## src/hdl/rdft_pkg.sv

```systemverilog
// Shared constants, types and the arctangent step table of the real-input DFT block.
// Used by every module of the block; depends on nothing.
`timescale 1ns / 1ps
`default_nettype none

package rdft_pkg;

  localparam int MaxPoints   = 64;
  localparam int AddrW       = $clog2(MaxPoints);
  localparam int CntW        = AddrW + 1;
  localparam int SampleW     = 16;
  localparam int TwW         = 18;
  localparam int ProdW       = SampleW + TwW;
  localparam int AccW        = 40;
  localparam int DivW        = 23;
  localparam int DivCntW     = $clog2(DivW);
  localparam int CordicSteps = 14;
  localparam int CordicStart = 19898;
  localparam int AngleW      = 16;
  localparam int PolW        = 34;
  localparam int RootW       = 32;

  // One twiddle pair, Q2.15 with one = 32768.
  typedef struct packed {
    logic signed [TwW-1:0] cs;
    logic signed [TwW-1:0] sn;
  } tw_t;

  typedef enum logic [3:0] {
    S_LOAD,
    S_SETUP,
    S_SETUP_WAIT,
    S_TW,
    S_TW_WAIT,
    S_MAC_INIT,
    S_MAC,
    S_DRAIN,
    S_NORM,
    S_NORM_WAIT,
    S_POLAR,
    S_POLAR_WAIT,
    S_EMIT
  } state_e;

  // Arctangent of 2^-i in units of pi/32768.
  function automatic logic [13:0] atan_step(input logic [3:0] i);
    logic [13:0] v;
    case (i)
      4'd0:    v = 14'd8192;
      4'd1:    v = 14'd4836;
      4'd2:    v = 14'd2555;
      4'd3:    v = 14'd1297;
      4'd4:    v = 14'd651;
      4'd5:    v = 14'd326;
      4'd6:    v = 14'd163;
      4'd7:    v = 14'd81;
      4'd8:    v = 14'd41;
      4'd9:    v = 14'd20;
      4'd10:   v = 14'd10;
      4'd11:   v = 14'd5;
      4'd12:   v = 14'd3;
      4'd13:   v = 14'd1;
      default: v = 14'd0;
    endcase
    return v;
  endfunction

endpackage

`default_nettype wire

```

## src/hdl/rdft_twiddle.sv

```systemverilog
// Iterative CORDIC rotation: turns a 16-bit angle (1/65536 turn) into a cos/sin pair.
// Depends on rdft_pkg.
`timescale 1ns / 1ps
`default_nettype none

module rdft_twiddle (
  input  wire logic                         clk_i,
  input  wire logic                         rst_ni,
  input  wire logic                         start_i,
  input  wire logic [rdft_pkg::AngleW-1:0]  angle_i,
  output logic                              done_o,
  output rdft_pkg::tw_t                     tw_o
);

  localparam int ZW = 17;

  logic                           busy_q;
  logic                           done_q;
  logic [3:0]                     i_q;
  logic signed [rdft_pkg::TwW-1:0] x_q, y_q, xf, yf, dx, dy;
  logic signed [ZW-1:0]           z_q;
  logic signed [ZW-1:0]           at;
  logic [1:0]                     quad_q;
  logic                           zero_q;
  logic                           last_step;

  assign last_step = i_q == 4'(rdft_pkg::CordicSteps - 1);
  assign dx        = y_q >>> i_q;
  assign dy        = x_q >>> i_q;
  assign at        = {3'b000, rdft_pkg::atan_step(i_q)};

  always_ff @(posedge clk_i or negedge rst_ni) begin
    if (!rst_ni) begin
      busy_q <= 1'b0;
      done_q <= 1'b0;
      i_q    <= '0;
    end else begin
      done_q <= busy_q && last_step;
      if (start_i) begin
        busy_q <= 1'b1;
        i_q    <= '0;
      end else if (busy_q) begin
        i_q <= i_q + 1'b1;
        if (last_step) begin
          busy_q <= 1'b0;
        end
      end
    end
  end

  always_ff @(posedge clk_i) begin
    if (start_i) begin
      x_q    <= rdft_pkg::TwW'(rdft_pkg::CordicStart);
      y_q    <= '0;
      z_q    <= {3'b000, angle_i[13:0]};
      quad_q <= angle_i[15:14];
      zero_q <= angle_i[13:0] == 14'd0;
    end else if (busy_q) begin
      if (!z_q[ZW-1]) begin
        x_q <= x_q - dx;
        y_q <= y_q + dy;
        z_q <= z_q - at;
      end else begin
        x_q <= x_q + dx;
        y_q <= y_q - dy;
        z_q <= z_q + at;
      end
    end
  end

  // Exact unit vector on quarter-turn multiples, then fold by quadrant.
  always_comb begin
    xf = zero_q ? rdft_pkg::TwW'(32768) : x_q;
    yf = zero_q ? '0 : y_q;
    case (quad_q)
      2'd0: begin
        tw_o.cs = xf;
        tw_o.sn = yf;
      end
      2'd1: begin
        tw_o.cs = -yf;
        tw_o.sn = xf;
      end
      2'd2: begin
        tw_o.cs = -xf;
        tw_o.sn = -yf;
      end
      default: begin
        tw_o.cs = yf;
        tw_o.sn = -xf;
      end
    endcase
  end

  assign done_o = done_q;

endmodule

`default_nettype wire

```

## config.mk

```make
export PLATFORM = sky130hd
export DESIGN_NAME = rdft_twiddle
export DESIGN_NICKNAME = d
export VERILOG_FILES = /design/src/hdl/rdft_pkg.sv /design/src/hdl/rdft_twiddle.sv
export SDC_FILE = /design/constraint.sdc
export NUM_CORES = 1
export LEC_CHECK = 0
export BUFFER_PORTS_ARGS = -buffer_cell sky130_fd_sc_hd__buf_4
export CELL_PAD_IN_SITES_DETAIL_PLACEMENT = 0
export CELL_PAD_IN_SITES_GLOBAL_PLACEMENT = 1
export CORE_UTILIZATION = 51
export DETAILED_ROUTE_END_ITERATION = 8
export PLACE_DENSITY_LB_ADDON = 0.3
export SLEW_MARGIN = 20
export SYNTH_ARGS = -nofsm -noshare
export SYNTH_HDL_FRONTEND = slang
export SYNTH_SLANG_ARGS = --single-unit
```

## constraint.sdc

```tcl
create_clock -name clk_i -period 7.88 [get_ports clk_i]
set_input_delay 0.394 -clock clk_i [delete_from_list [all_inputs] [get_ports clk_i]]
set_output_delay 0.394 -clock clk_i [all_outputs]
set_load 0.01 [all_outputs]
```

## Word-level counts from Yosys, hierarchy flattened

Memory sizes are Yosys's and may differ from the RTL's.
Cells that the tools add are included.

| cells by class | value |
|---|---|
| $add $sub $neg | 9 |
| equal/unequal tests | 3 |
| shift-type cells | 2 |
| muxes and demuxes | 13 |
| reductions and logical operators | 4 |

Operators with widths:

| kind | count |
|---|---|
| $pmux W36 S3 | 1 |
| $mux W18 | 4 |
| $add A18 B18 Y18 | 2 |
| $neg A18 Y18 | 2 |
| $sshr A18 B4 Y18 | 2 |
| $sub A18 B18 Y18 | 2 |
| $mux W14 | 2 |
| $add A17 B15 Y17 | 1 |
| $mux W17 | 1 |
| $sub A17 B15 Y17 | 1 |
| $logic_not A14 Y1 | 1 |
| $mux W4 | 2 |
| $add A4 B1 Y4 const B | 1 |
| $eq A4 B4 Y1 const B | 1 |
| $mux W1 | 3 |
| $eq A2 B1 Y1 const B | 1 |
| $eq A2 B2 Y1 const B | 1 |
| $logic_not A2 Y1 | 1 |
| $reduce_bool A2 Y1 | 1 |
| $logic_and A1 B1 Y1 | 1 |

| storage, ports and cells | value |
|---|---|
| flip-flop bits (word level) | 62 |
| memory bits (read-only) | 224 |
| bits of input ports | 19 |
| output and inout bits | 37 |
| logic and storage cells | 41 |
| memories kept | 1 |

Memory list:

| memory | words | width | read ports | clocked after Yosys merged registers in | write ports | RTL line | source |
|---|---|---|---|---|---|---|---|
| (name not given) | 16 | 14 | 1 | 0 | 0 | rdft_pkg.sv:48 | `case (i)` |

## Depth between registers and ports, before layout

Gate-level depths: netlist of run 1.
An unclocked memory read counts as a cell.

| depth | value |
|---|---|
| depth in word-level cells | 5 |
| mapped depth | 25 |
| depth with buffers taken out | 21 |

## Least setup slack after synthesis of run 1

OpenSTA, ideal clock, no wires.

| timing path | value |
|---|---|
| path type | reg2reg |
| from | register i_q[3] |
| to | register y_q[17] (netlist name) |
| setup time | 123 ps |
| data arrival time | 4645 ps |
| required time | 7757 ps |
| slack | 3112 ps |
| cell stages (with the launch flop) | 19 |
| path buffers | 5 |
| clock period less this slack | 4768 ps |
| cell sequence | dfrtp_1 -> clkbuf_1 -> clkbuf_1 -> buf_1 -> clkbuf_1 -> buf_1 -> o21ai_0 -> ha_1 -> a21oi_1 -> ha_1 -> nor2b_1 -> o21ai_0 -> a21boi_0 -> o41ai_1 -> a311oi_1 -> nor3_1 -> nor3_1 -> mux2_1 -> mux2_1 |

| on the way | value |
|---|---|
| cells in the longest elaborated chain, start to end | 3 |
| elaborated cells between the ends (all ways) | 4 |
| those cells by class | 2 x add/sub; 1 x shift; 1 x mux |

RTL lines:

| item | RTL line | source |
|---|---|---|
| start: declaration | rdft_twiddle.sv:19 | `logic [3:0] i_q;` |
| start signal: assignment | rdft_twiddle.sv:43 | `i_q <= i_q + 1'b1;` |
| $sshr A18 B4 Y18 * | rdft_twiddle.sv:29 | `assign dy = x_q >>> i_q;` |
| $add A18 B18 Y18 / $sub A18 B18 Y18 (equally long branches) | rdft_twiddle.sv:61, rdft_twiddle.sv:65 |  |
| $mux W18 * | rdft_twiddle.sv:59 | `if (!z_q[ZW-1]) begin` |
| end signal: assignment | rdft_twiddle.sv:61 | `y_q <= y_q + dy;` |
| end signal: assignment | rdft_twiddle.sv:65 | `y_q <= y_q - dy;` |
| end: declaration | rdft_twiddle.sv:20 | `logic signed [rdft_pkg::TwW-1:0] x_q, y_q, xf, yf, dx, dy;` |

Every way passes the cells marked *; elsewhere a longest branch is shown, timed or not.
A chain may end at the register's enable or synchronous reset.

## Worst setup path in the final report of run 1

| timing path | value |
|---|---|
| from | register i_q[1] |
| to | register y_q[17] (netlist name) |

Same word-level chain as after synthesis.

==> results of run 1 <==
-- how the worst min path moves through the flow --
stage               slack, ns   startpoint  cells after the start         to
floorplan                 0.1       rst_ni                      0     busy_q
detailed placement       0.21       rst_ni                      1     done_o
finish                   0.22  angle_i[15]                      1  quad_q[1]
CTS                      0.21  angle_i[15]                      1  quad_q[1]
global placement         0.21       rst_ni                      1     done_o
global route             0.21  angle_i[15]                      1  quad_q[1]
-- kinds of logic after synthesis --
family	share of synthesized area, %
compound gates	25.8
xor+xnor	8.48
fa+ha+maj	8.52
buf+inv	6.14
flops	14.7
mux	15.5
simple gates	21.0
-- stage by stage --
stage                     std cells  util [%]  hold slack (ns)
after CTS                      1534      56.2            0.211
after global routing           1534      56.2            0.208
final                          1534      56.2            0.219
after detailed placement       1517      54.3            0.212
after floorplan                1320         -           0.0984
after global placement         1517      54.3            0.213
-- final cells by class --
cell class / count / area (um^2)
Clock inverter: 3 / 45.0
Multi-Input combinational cell: 1111 / 7770
Timing Repair Buffer: 75 / 566
Clock buffer: 13 / 292
Inverter: 36 / 135
Sequential cell: 62 / 1450
Fill cell: 1847 / 8220
Tap cell: 234 / 293
-- flip-flops by register name, indices dropped and copies added (netlist names) --
name,count
busy_q,1
done_o,1
i_q,4
quad_q,2
x_q,18
y_q,18
z_q,17
zero_q,1
-- placed cells by master, fill, tap and decap left out, drive strengths merged, types with 8 or more instances in the layout --
| cell type | Yosys | layout |
|---|---|---|
| nor2 | 156 | 156 |
| a21oi | 131 | 131 |
| nand2 | 118 | 118 |
| o21ai | 103 | 103 |
| buf | 28 | 74 |
| xnor2 | 65 | 65 |
| ha | 62 | 62 |
| mux2i | 45 | 45 |
| dfxtp | 39 | 39 |
| mux4 | 37 | 37 |
| inv | 35 | 37 |
| nor3 | 35 | 35 |
| xor2 | 30 | 30 |
| a31oi | 23 | 23 |
| a211oi | 21 | 21 |
| mux2 | 20 | 20 |
| nand3 | 19 | 19 |
| nand2b | 19 | 19 |
| nor2b | 17 | 17 |
| o22ai | 17 | 17 |
| edfxtp | 17 | 17 |
| o21a | 16 | 16 |
| a21o | 14 | 14 |
| and3 | 14 | 14 |
| nor4 | 13 | 13 |
| clkbuf | 83 | 13 |
| a22oi | 12 | 12 |
| or3 | 12 | 12 |
| o31ai | 12 | 12 |
| or2 | 8 | 8 |
-- report_power, final --
| group | total [uW] | switching [uW] | internal, uW |
|---|---|---|---|
| registers | 805 | 317 | 489 |
| logic | 4230 | 2290 | 1950 |
| clock network | 456 | 165 | 292 |
-- synthesized netlist by cell type, types with 13 or more instances --
cell type / number / share of area [%]
a211oi_1: 21 / 1.6
nor2b_1: 17 / 1.1
inv_1: 34 / 1.3
nand2b_1: 19 / 1.2
o22ai_1: 17 / 1.1
a21o_1: 14 / 1.1
nand2_1: 118 / 4.5
nor3_1: 35 / 1.8
xor2_1: 30 / 2.7
nor2_1: 156 / 6.0
o21ai_0: 101 / 5.2
mux2i_1: 45 / 4.6
ha_1: 62 / 7.9
a21oi_1: 131 / 6.7
xnor2_1: 65 / 5.8
o21a_1: 16 / 1.2
nand3_1: 19 / 0.97
edfxtp_1: 17 / 5.2
a31oi_1: 23 / 1.5
mux4_2: 36 / 8.3
clkbuf_1: 83 / 3.2
and3_1: 13 / 0.83
buf_1: 14 / 0.54
dfxtp_1: 39 / 8.0
mux2_2: 16 / 1.8
-- layer usage --
layer | up-vias | track usage [%] | share of wire, %
met2 | 458 | 46.2 | 43
met5 | - | 0 | 0
met3 | 59 | 7.40 | 10
li1 | 4796 | - | -
met1 | 4605 | 42.5 | 44
met4 | 0 | 10.2 | 2.4
-- repair_timing --
action / 4_1_cts / 5_1_grt
hold buffers: 1 / 0
resized for setup: 0 / 0
hold endpoints to repair: 6 / 0
==> impl_results.md, run 1 <==
- Initial core utilization: 52.3%
- Slew @ Worst Pin: 0.919 ns
- Fin worst setup slack: 2.16 ns
- Max-cap violations: 0
- Sequential-to-total area share from yosys stat: 14.7%
- Gr ovfl total: 0
- Clock transition at the registers of the reported paths: 0.06 ns
- Fin crit share: 72.6%
- Clock period minus worst slack: 5.72 ns
- Async S/R FF share, synth: 9.68%
- Syn. warnings: 0
- Worst VDD drop: 0.386 mV
- Worst-Skew Late Latency: 0.35 ns
- Cts bufs inserted: 9
- Buffers on Ports: 55
- DRC Markers: 0
- Avg Inst Size Synth: 7.44 um^2
- Critical path fanouts, max: 40
- Largest net degree at the start of global routing: 70
- Min-Delay Path Class: input pin to flop
- Io pins: 56
- Synth unique cells: 82
- Dpl ws: 2.28 ns
- GPL Wtd Cong: 0.896
- Skew final: 0.00540 ns
- Hpwl dp: 21.3 mm
- Post-Syn Nets: 1404
- CTS Root Cell: clkbuf_16
- Reg2reg end: y_q[17]
- Full die area: 0.0198 mm^2
- Post-place instance area: 0.0102 mm^2
- Clock Path Buffers: 2
- WP data arrival: 5.95 ns
- Syn-to-layout area delta: 7.46%
- Final Max Tran Viols: 0
- Yosys reg bits: 62
- Reg2reg setup slack: 2.16 ns
- Total chip power: 5490 uW
- Share of cells above drive strength 1: 12.6%
- Synth Flop Type: dfxtp_1
- Vias in the first global route: 8939
- Sink Count: 62
- Cells after Synth: 1320
- Router iterations before antenna repair: 6
- 1st-iter DRT viols: 964
- Setup crit end kind: flop
- First-pass GRT wire length: 47.7 mm
- Crit path capture: y_q[17]
- Final net count: 1379
- CP max stage cell: dfrtp_2
- Status: completed
- Antenna diodes: 0
- Final wirelength: 30.2 mm
- Worst EP required: 8.11 ns
- DIE HEIGHT: 141 um
- Setup violators final: 0
- Hold Vio Cnt, Final: 0
- CP Buf/Inv Count: 1
- Mapped Area: 0.00981 mm^2
- WP depth: 17
- Setup_tns: 0 ns
- EDFF count, synth: 17
- Core Area: 0.0188 mm^2
- Fin area: 0.0105 mm^2
- Avg WL per Cell: 19.7 um
- Initial antenna violation count: 0
- RSZ-0062 raised after global routing: false
- Critical path's top delay family: compound AO/OA/AOI/OAI gates
- Reg2Reg Depth: 17
- Worst setup path startpoint: i_q[1]
- Setup repair bufs after CTS: 0
- Power per cell area: 521 mW/mm^2
- # rows: 50
- Critical-path cell list: buf_4 > mux4_2 > and2_1 > a211o_1 > o21ai_0 > ha_1 > a21oi_1 > ha_1 > nor2b_1 > o21ai_0 > a21boi_0 > o41ai_1 > a311oi_1 > nor3_1 > nor3_1 > mux2_1 > mux2_1
- Worst slew margin: 38.7%
- Crit Path Category: flop to flop
- CP Launch Type: flop
- Pleak: 0.00436 uW
- Vias per cell: 6.47
- CTS tree: yes
- Die Wd: 141 um
- Fmax: 0.175 GHz
- H-Tree Depth: 3
- CP peak stage delay: 0.81 ns
- Post-route ant nets: 0
- Overall Global Routing Usage: 30.6%
- Vias: 9918
- Reg2reg start: i_q[1]
No activity file was read; power rests on OpenSTA's default activity.
==> inputs of run 2 (changes only) <==
CORE_UTILIZATION = 47   (was 51)
clock period = 5.8 ns   (was 7.88 ns; I/O delays follow)
==> run 2 against run 1 <==
Critical path depth did not move. Routed wire length is 4.4% higher. Sequential power increased by 33%. Final cell count grew 3.3%. Sequential share of layout area decreased by 0.15 points.
==> impl_results.md, run 2 (synthesis gave the netlist of run 1 again) <==
- Status: completed
- Slew @ Worst Pin: 0.924 ns
- CP Buf/Inv Count: 1
- GPL Wtd Cong: 0.934
- 1st-iter DRT viols: 907
- Setup_tns: 0 ns
- Reg2Reg Depth: 17
- Critical path fanouts, max: 34
- Final Max Tran Viols: 0
- Switching Share: 50.8%
- Overall Global Routing Usage: 29.4%
- CP peak stage delay: 0.82 ns
- Top flop regs: x_q: 18 flops, y_q: 18 flops, z_q: 17 flops
- Avg WL per Cell: 19.9 um
- Fin crit share: 89.9%
- Vias per cell: 6.28
- Final net count: 1394
- H-Tree Depth: 3
- Largest net degree at the start of global routing: 70
- CTS tree: yes
- Cts bufs inserted: 9
- Power per cell area: 697 mW/mm^2
- Sequential fraction of design power: 14.4%
- DIE HEIGHT: 147 um
- Crit Path Category: flop to flop
- CP Launch Type: flop
- WP data arrival: 5.45 ns
- Buffers on Ports: 55
- Hold Vio Cnt, Final: 0
- Clock Path Buffers: 2
- Worst EP required: 6.03 ns
- Fill cells: 2029
- Commonest non-fill, non-tap cell in the layout: nor2_1
- Pleak: 0.00441 uW
- Hpwl dp: 23.1 mm
- Fin worst setup slack: 0.584 ns
- Comb pwr share: 78.7%
- Skew final: 0.0103 ns
- Initial core utilization: 48.2%
- Syn-to-layout area delta: 8.63%
- Met2 usage: 46.6%
- CP max stage cell: dfrtp_2
- RSZ-0062 raised after global routing: false
- Antenna diodes: 0
- Initial antenna violation count: 0
- Clock transition at the registers of the reported paths: 0.06 ns
- Die Wd: 147 um
- Setup repair bufs after CTS: 0
- Final wirelength: 31.5 mm
- Met1 Resource Use GR: 38.2%
- Met3 GRT Util: 5.94%
- CTS Root Cell: clkbuf_16
- Reg2reg end: y_q[17]
- Hold_ws: 0.125 ns
- Number of gates resized after CTS: 0
- Router iterations before antenna repair: 6
- Post-route ant nets: 0
- Switch Pwr: 3770 uW
- Worst-Skew Late Latency: 0.35 ns
- Worst VDD drop: 0.403 mV
- Share of cells above drive strength 1: 13.5%
- Dpl ws: 0.694 ns
- Hold EP: quad_q[1]
- Most frequent cells in the layout: nor2_1 (156), a21oi_1 (131), nand2_1 (118)
- Hold Startpoint: angle_i[15]
- Internal: 3650 uW
- Clock period minus worst slack: 5.22 ns
- Vias: 9951
- Core Area: 0.0204 mm^2
- Setup crit end kind: flop
- Fmax: 0.192 GHz
- Critical path's top delay family: compound AO/OA/AOI/OAI gates
- # rows: 52
- Setup violators final: 0
- Cell mode on critical path: o21ai_0
- WHS Path Cells: 1
- Full die area: 0.0215 mm^2
- Most used routing layer: met2
- Max-cap violations: 0
- DRC Markers: 0
- Io pins: 56
- Sink Count: 62
- Vias in the first global route: 9202
- Final Util: 52.4%
- First-pass GRT wire length: 49.8 mm
- # hold bufs at CTS: 1
- Worst slew margin: 37.8%
- Reg2reg setup slack: 0.58 ns
- Reg2reg start: i_q[2]
- Critical-path cell list: mux2_2 > mux2i_1 > o21ai_0 > o21ai_0 > ha_1 > a21oi_1 > ha_1 > nor2b_1 > o21ai_0 > a21boi_0 > o41ai_1 > buf_4 > a311oi_1 > nor3_1 > nor3_1 > mux2_1 > mux2_1
- Gr ovfl total: 0
- Clock power frac: 6.9%
- Min-Delay Path Class: input pin to flop
run 2: metal layers:
layer	routed length, um	part of all wire (%)	vias up
met3	2580	8.2	86
met5	0	0	-
met2	14100	45	420
met4	1320	4.2	0
met1	13500	43	4630
li1	-	-	4815
run 2: power by group through the flow:
| stage | sequential, uW | clock, uW | combinational (uW) |
|---|---|---|---|
| after detailed placement | 1050 | 0 | 5760 |
| after floorplan | 770 | 0 | 4760 |
| after global placement | 1040 | 0 | 5720 |
| after CTS | 1040 | 522 | 5810 |
| final | 1070 | 510 | 5850 |
| after global routing | 1070 | 540 | 6540 |
run 2: stage by stage:
step	instances	area, um^2	total power [uW]
2_1_floorplan	1320	9810	5530
3_3_place_gp	1568	10400	6770
3_5_place_dp	1568	10400	6800
4_1_cts	1585	10700	7370
5_1_grt	1585	10700	8150
6_report	1585	10700	7430
run 2: cell type report:
class / instances / area (um^2) / area share (%)
clock buffers: 11 / 243 / 2.28
multi-input cells: 1111 / 7770 / 72.9
well taps: 270 / 338 / 3.17
inverters: 36 / 135 / 1.27
flip-flops and latches: 62 / 1450 / 13.6
repair buffers: 90 / 703 / 6.60
clock inverters: 5 / 26.3 / 0.246
run 2: worst max path at each step:
stage	from	to	slack [ns]	depth (start not counted)
3_3_place_gp	i_q[0]	x_q[17]	0.78	17
6_report	i_q[2]	y_q[17]	0.58	17
5_1_grt	i_q[2]	y_q[17]	0.26	17
3_5_place_dp	i_q[2]	y_q[17]	0.69	18
2_1_floorplan	i_q[3]	y_q[17]	1.03	18
4_1_cts	i_q[2]	y_q[17]	0.64	18
==> inputs of run 3 (changes only) <==
GPL_TIMING_DRIVEN = 0   (was default)
==> run 3 against run 2 <==
Final area is 2.8% higher. Power grew 6.0%. Global-route usage up 8.2 points. Die area is the same. Highest routed layer unchanged.
==> impl_results.md, run 3 (synthesis gave the netlist of run 1 again) <==
- Status: completed
- First-pass GRT wire length: 61.2 mm
- Most frequent cells in the layout: nor2_1 (156), a21oi_1 (131), nand2_1 (118)
- RSZ-0062 raised after global routing: false
- Top flop regs: x_q: 18 flops, y_q: 18 flops, z_q: 17 flops
- WHS Path Cells: 1
- CTS Root Cell: clkbuf_16
- Final Max Tran Viols: 0
- DRC Markers: 0
- Fin worst setup slack: 0.140 ns
- DIE HEIGHT: 147 um
- WP depth: 19
- Reg2reg setup slack: 0.14 ns
- Min-Delay Path Class: input pin to flop
- Dpl ws: -1.15 ns
- Hpwl dp: 31.2 mm
- Full die area: 0.0215 mm^2
- Worst EP required: 6.03 ns
- Critical path's top delay family: compound AO/OA/AOI/OAI gates
- Critical-path cell list: buf_4 > buf_4 > buf_2 > inv_1 > mux2i_1 > nand3_1 > o32ai_1 > a31oi_1 > xor2_1 > ha_1 > a21oi_1 > nand2_1 > a21o_1 > a21oi_1 > a311oi_1 > nor3_2 > nor3_1 > mux2_1 > mux2_1
- Vias in the first global route: 10200
- # rows: 52
- CTS tree: yes
- WP data arrival: 5.89 ns
- Final net count: 1471
- Max-cap violations: 0
- Setup_tns: 0 ns
- Vias per cell: 6.60
- Router iterations before antenna repair: 6
- Die Wd: 147 um
- Antenna diodes: 0
- Reg2Reg Depth: 19
- Gr ovfl total: 0
- Clock transition at the registers of the reported paths: 0.06 ns
- Core Area: 0.0204 mm^2
- Overall Global Routing Usage: 37.6%
- Worst slew margin: 26.2%
- Post-route ant nets: 0
- Share of cells above drive strength 1: 11.9%
- Commonest non-fill, non-tap cell in the layout: nor2_1
- Final Util: 53.8%
- H-Tree Depth: 3
- GPL Wtd Cong: 1.02
- CP max stage cell: o32ai_1
- Slew @ Worst Pin: 1.11 ns
- Critical path fanouts, max: 10
- Fin crit share: 97.6%
- Buffers on Ports: 55
- Fin area: 0.0110 mm^2
- Setup violators final: 0
- Post-Place Cells: 1645
- Fill cells: 2079
- 1st-iter DRT viols: 1140
- Non-Filler Instances: 1662
- Avg WL per Cell: 24.2 um
- CP Buf/Inv Count: 4
- Pleak: 0.00450 uW
- Cts bufs inserted: 9
- Skew final: 0.0105 ns
- Post-place instance area: 0.0106 mm^2
- Initial core utilization: 48.2%
- Syn-to-layout area delta: 11.7%
- Hold Vio Cnt, Final: 0
- Largest net degree at the start of global routing: 20
- CP peak stage delay: 0.64 ns
- Setup crit end kind: flop
- Vias: 11000
- Initial antenna violation count: 0
- Fmax: 0.177 GHz
- Crit Path Category: flop to flop
- Power per cell area: 719 mW/mm^2
- Io pins: 56
- Worst-Skew Late Latency: 0.35 ns
- Sink Count: 62
- Clock period minus worst slack: 5.66 ns
- Worst VDD drop: 0.492 mV
- Final wirelength: 40.3 mm
- CP Launch Type: flop
- Clock Path Buffers: 2
-- run 3: timing repair --
| action | in CTS | in global routing |
|---|---|---|
| endpoints found under the setup margin | 9 | 14 |
| endpoints found under the hold margin | 6 | 0 |
| pin swaps | 0 | 1 |
| gates cloned | 0 | 0 |
| setup buffers | 0 | 1 |
| resized for setup | 6 | 19 |
| hold buffers | 1 | 0 |
-- run 3: area by class of cell --
class	instances	area, um^2	share of cell area (%)
multi-input cells	1111	7800	71.2
flip-flops and latches	62	1440	13.2
plain buffers	110	484	4.42
repair buffers	57	430	3.93
well taps	270	338	3.08
clock buffers	11	233	2.12
inverters	36	135	1.23
clock inverters	5	97.6	0.891
-- run 3: through the flow --
stage	total power (uW)	hold WS (ns)
2_1_floorplan	5530	-0.00559
6_report	7870	0.117
5_1_grt	8500	0.120
4_1_cts	7710	0.115
3_3_place_gp	6950	0.108
3_5_place_dp	7020	0.107
-- run 3: report_power, final --
group	total (uW)	switching (uW)	internal [uW]
combinational	6380	3700	2690
clock	631	214	417
sequential	860	195	665
-- run 3: final timing paths --
path	endpoint	startpoint
max in group asynchronous	busy_q	rst_ni
min reg2reg	z_q[14]	z_q[14]
min	quad_q[1]	angle_i[15]
min in group asynchronous	i_q[3]	rst_ni
max reg2reg	y_q[17]	i_q[1]
max	y_q[17]	i_q[1]
-- run 3: routing by layer --
layer	part of all wire (%)	global-route usage, %	up-vias
met5	0	0	-
met4	5.8	20.0	0
met3	10	7.34	131
met2	43	58.5	664
met1	41	49.0	5209
li1	-	-	4962
-- run 3: worst reg2reg max path, cell delays in order (launching register included) --
cell	delay, ns
dfrtp_1	0.42
buf_4	0.25
buf_4	0.24
buf_2	0.35
inv_1	0.20
mux2i_1	0.28
nand3_1	0.21
o32ai_1	0.64
a31oi_1	0.20
xor2_1	0.47
ha_1	0.36
a21oi_1	0.29
nand2_1	0.10
a21o_1	0.18
a21oi_1	0.18
a311oi_1	0.11
nor3_2	0.35
nor3_1	0.09
mux2_1	0.31
mux2_1	0.31
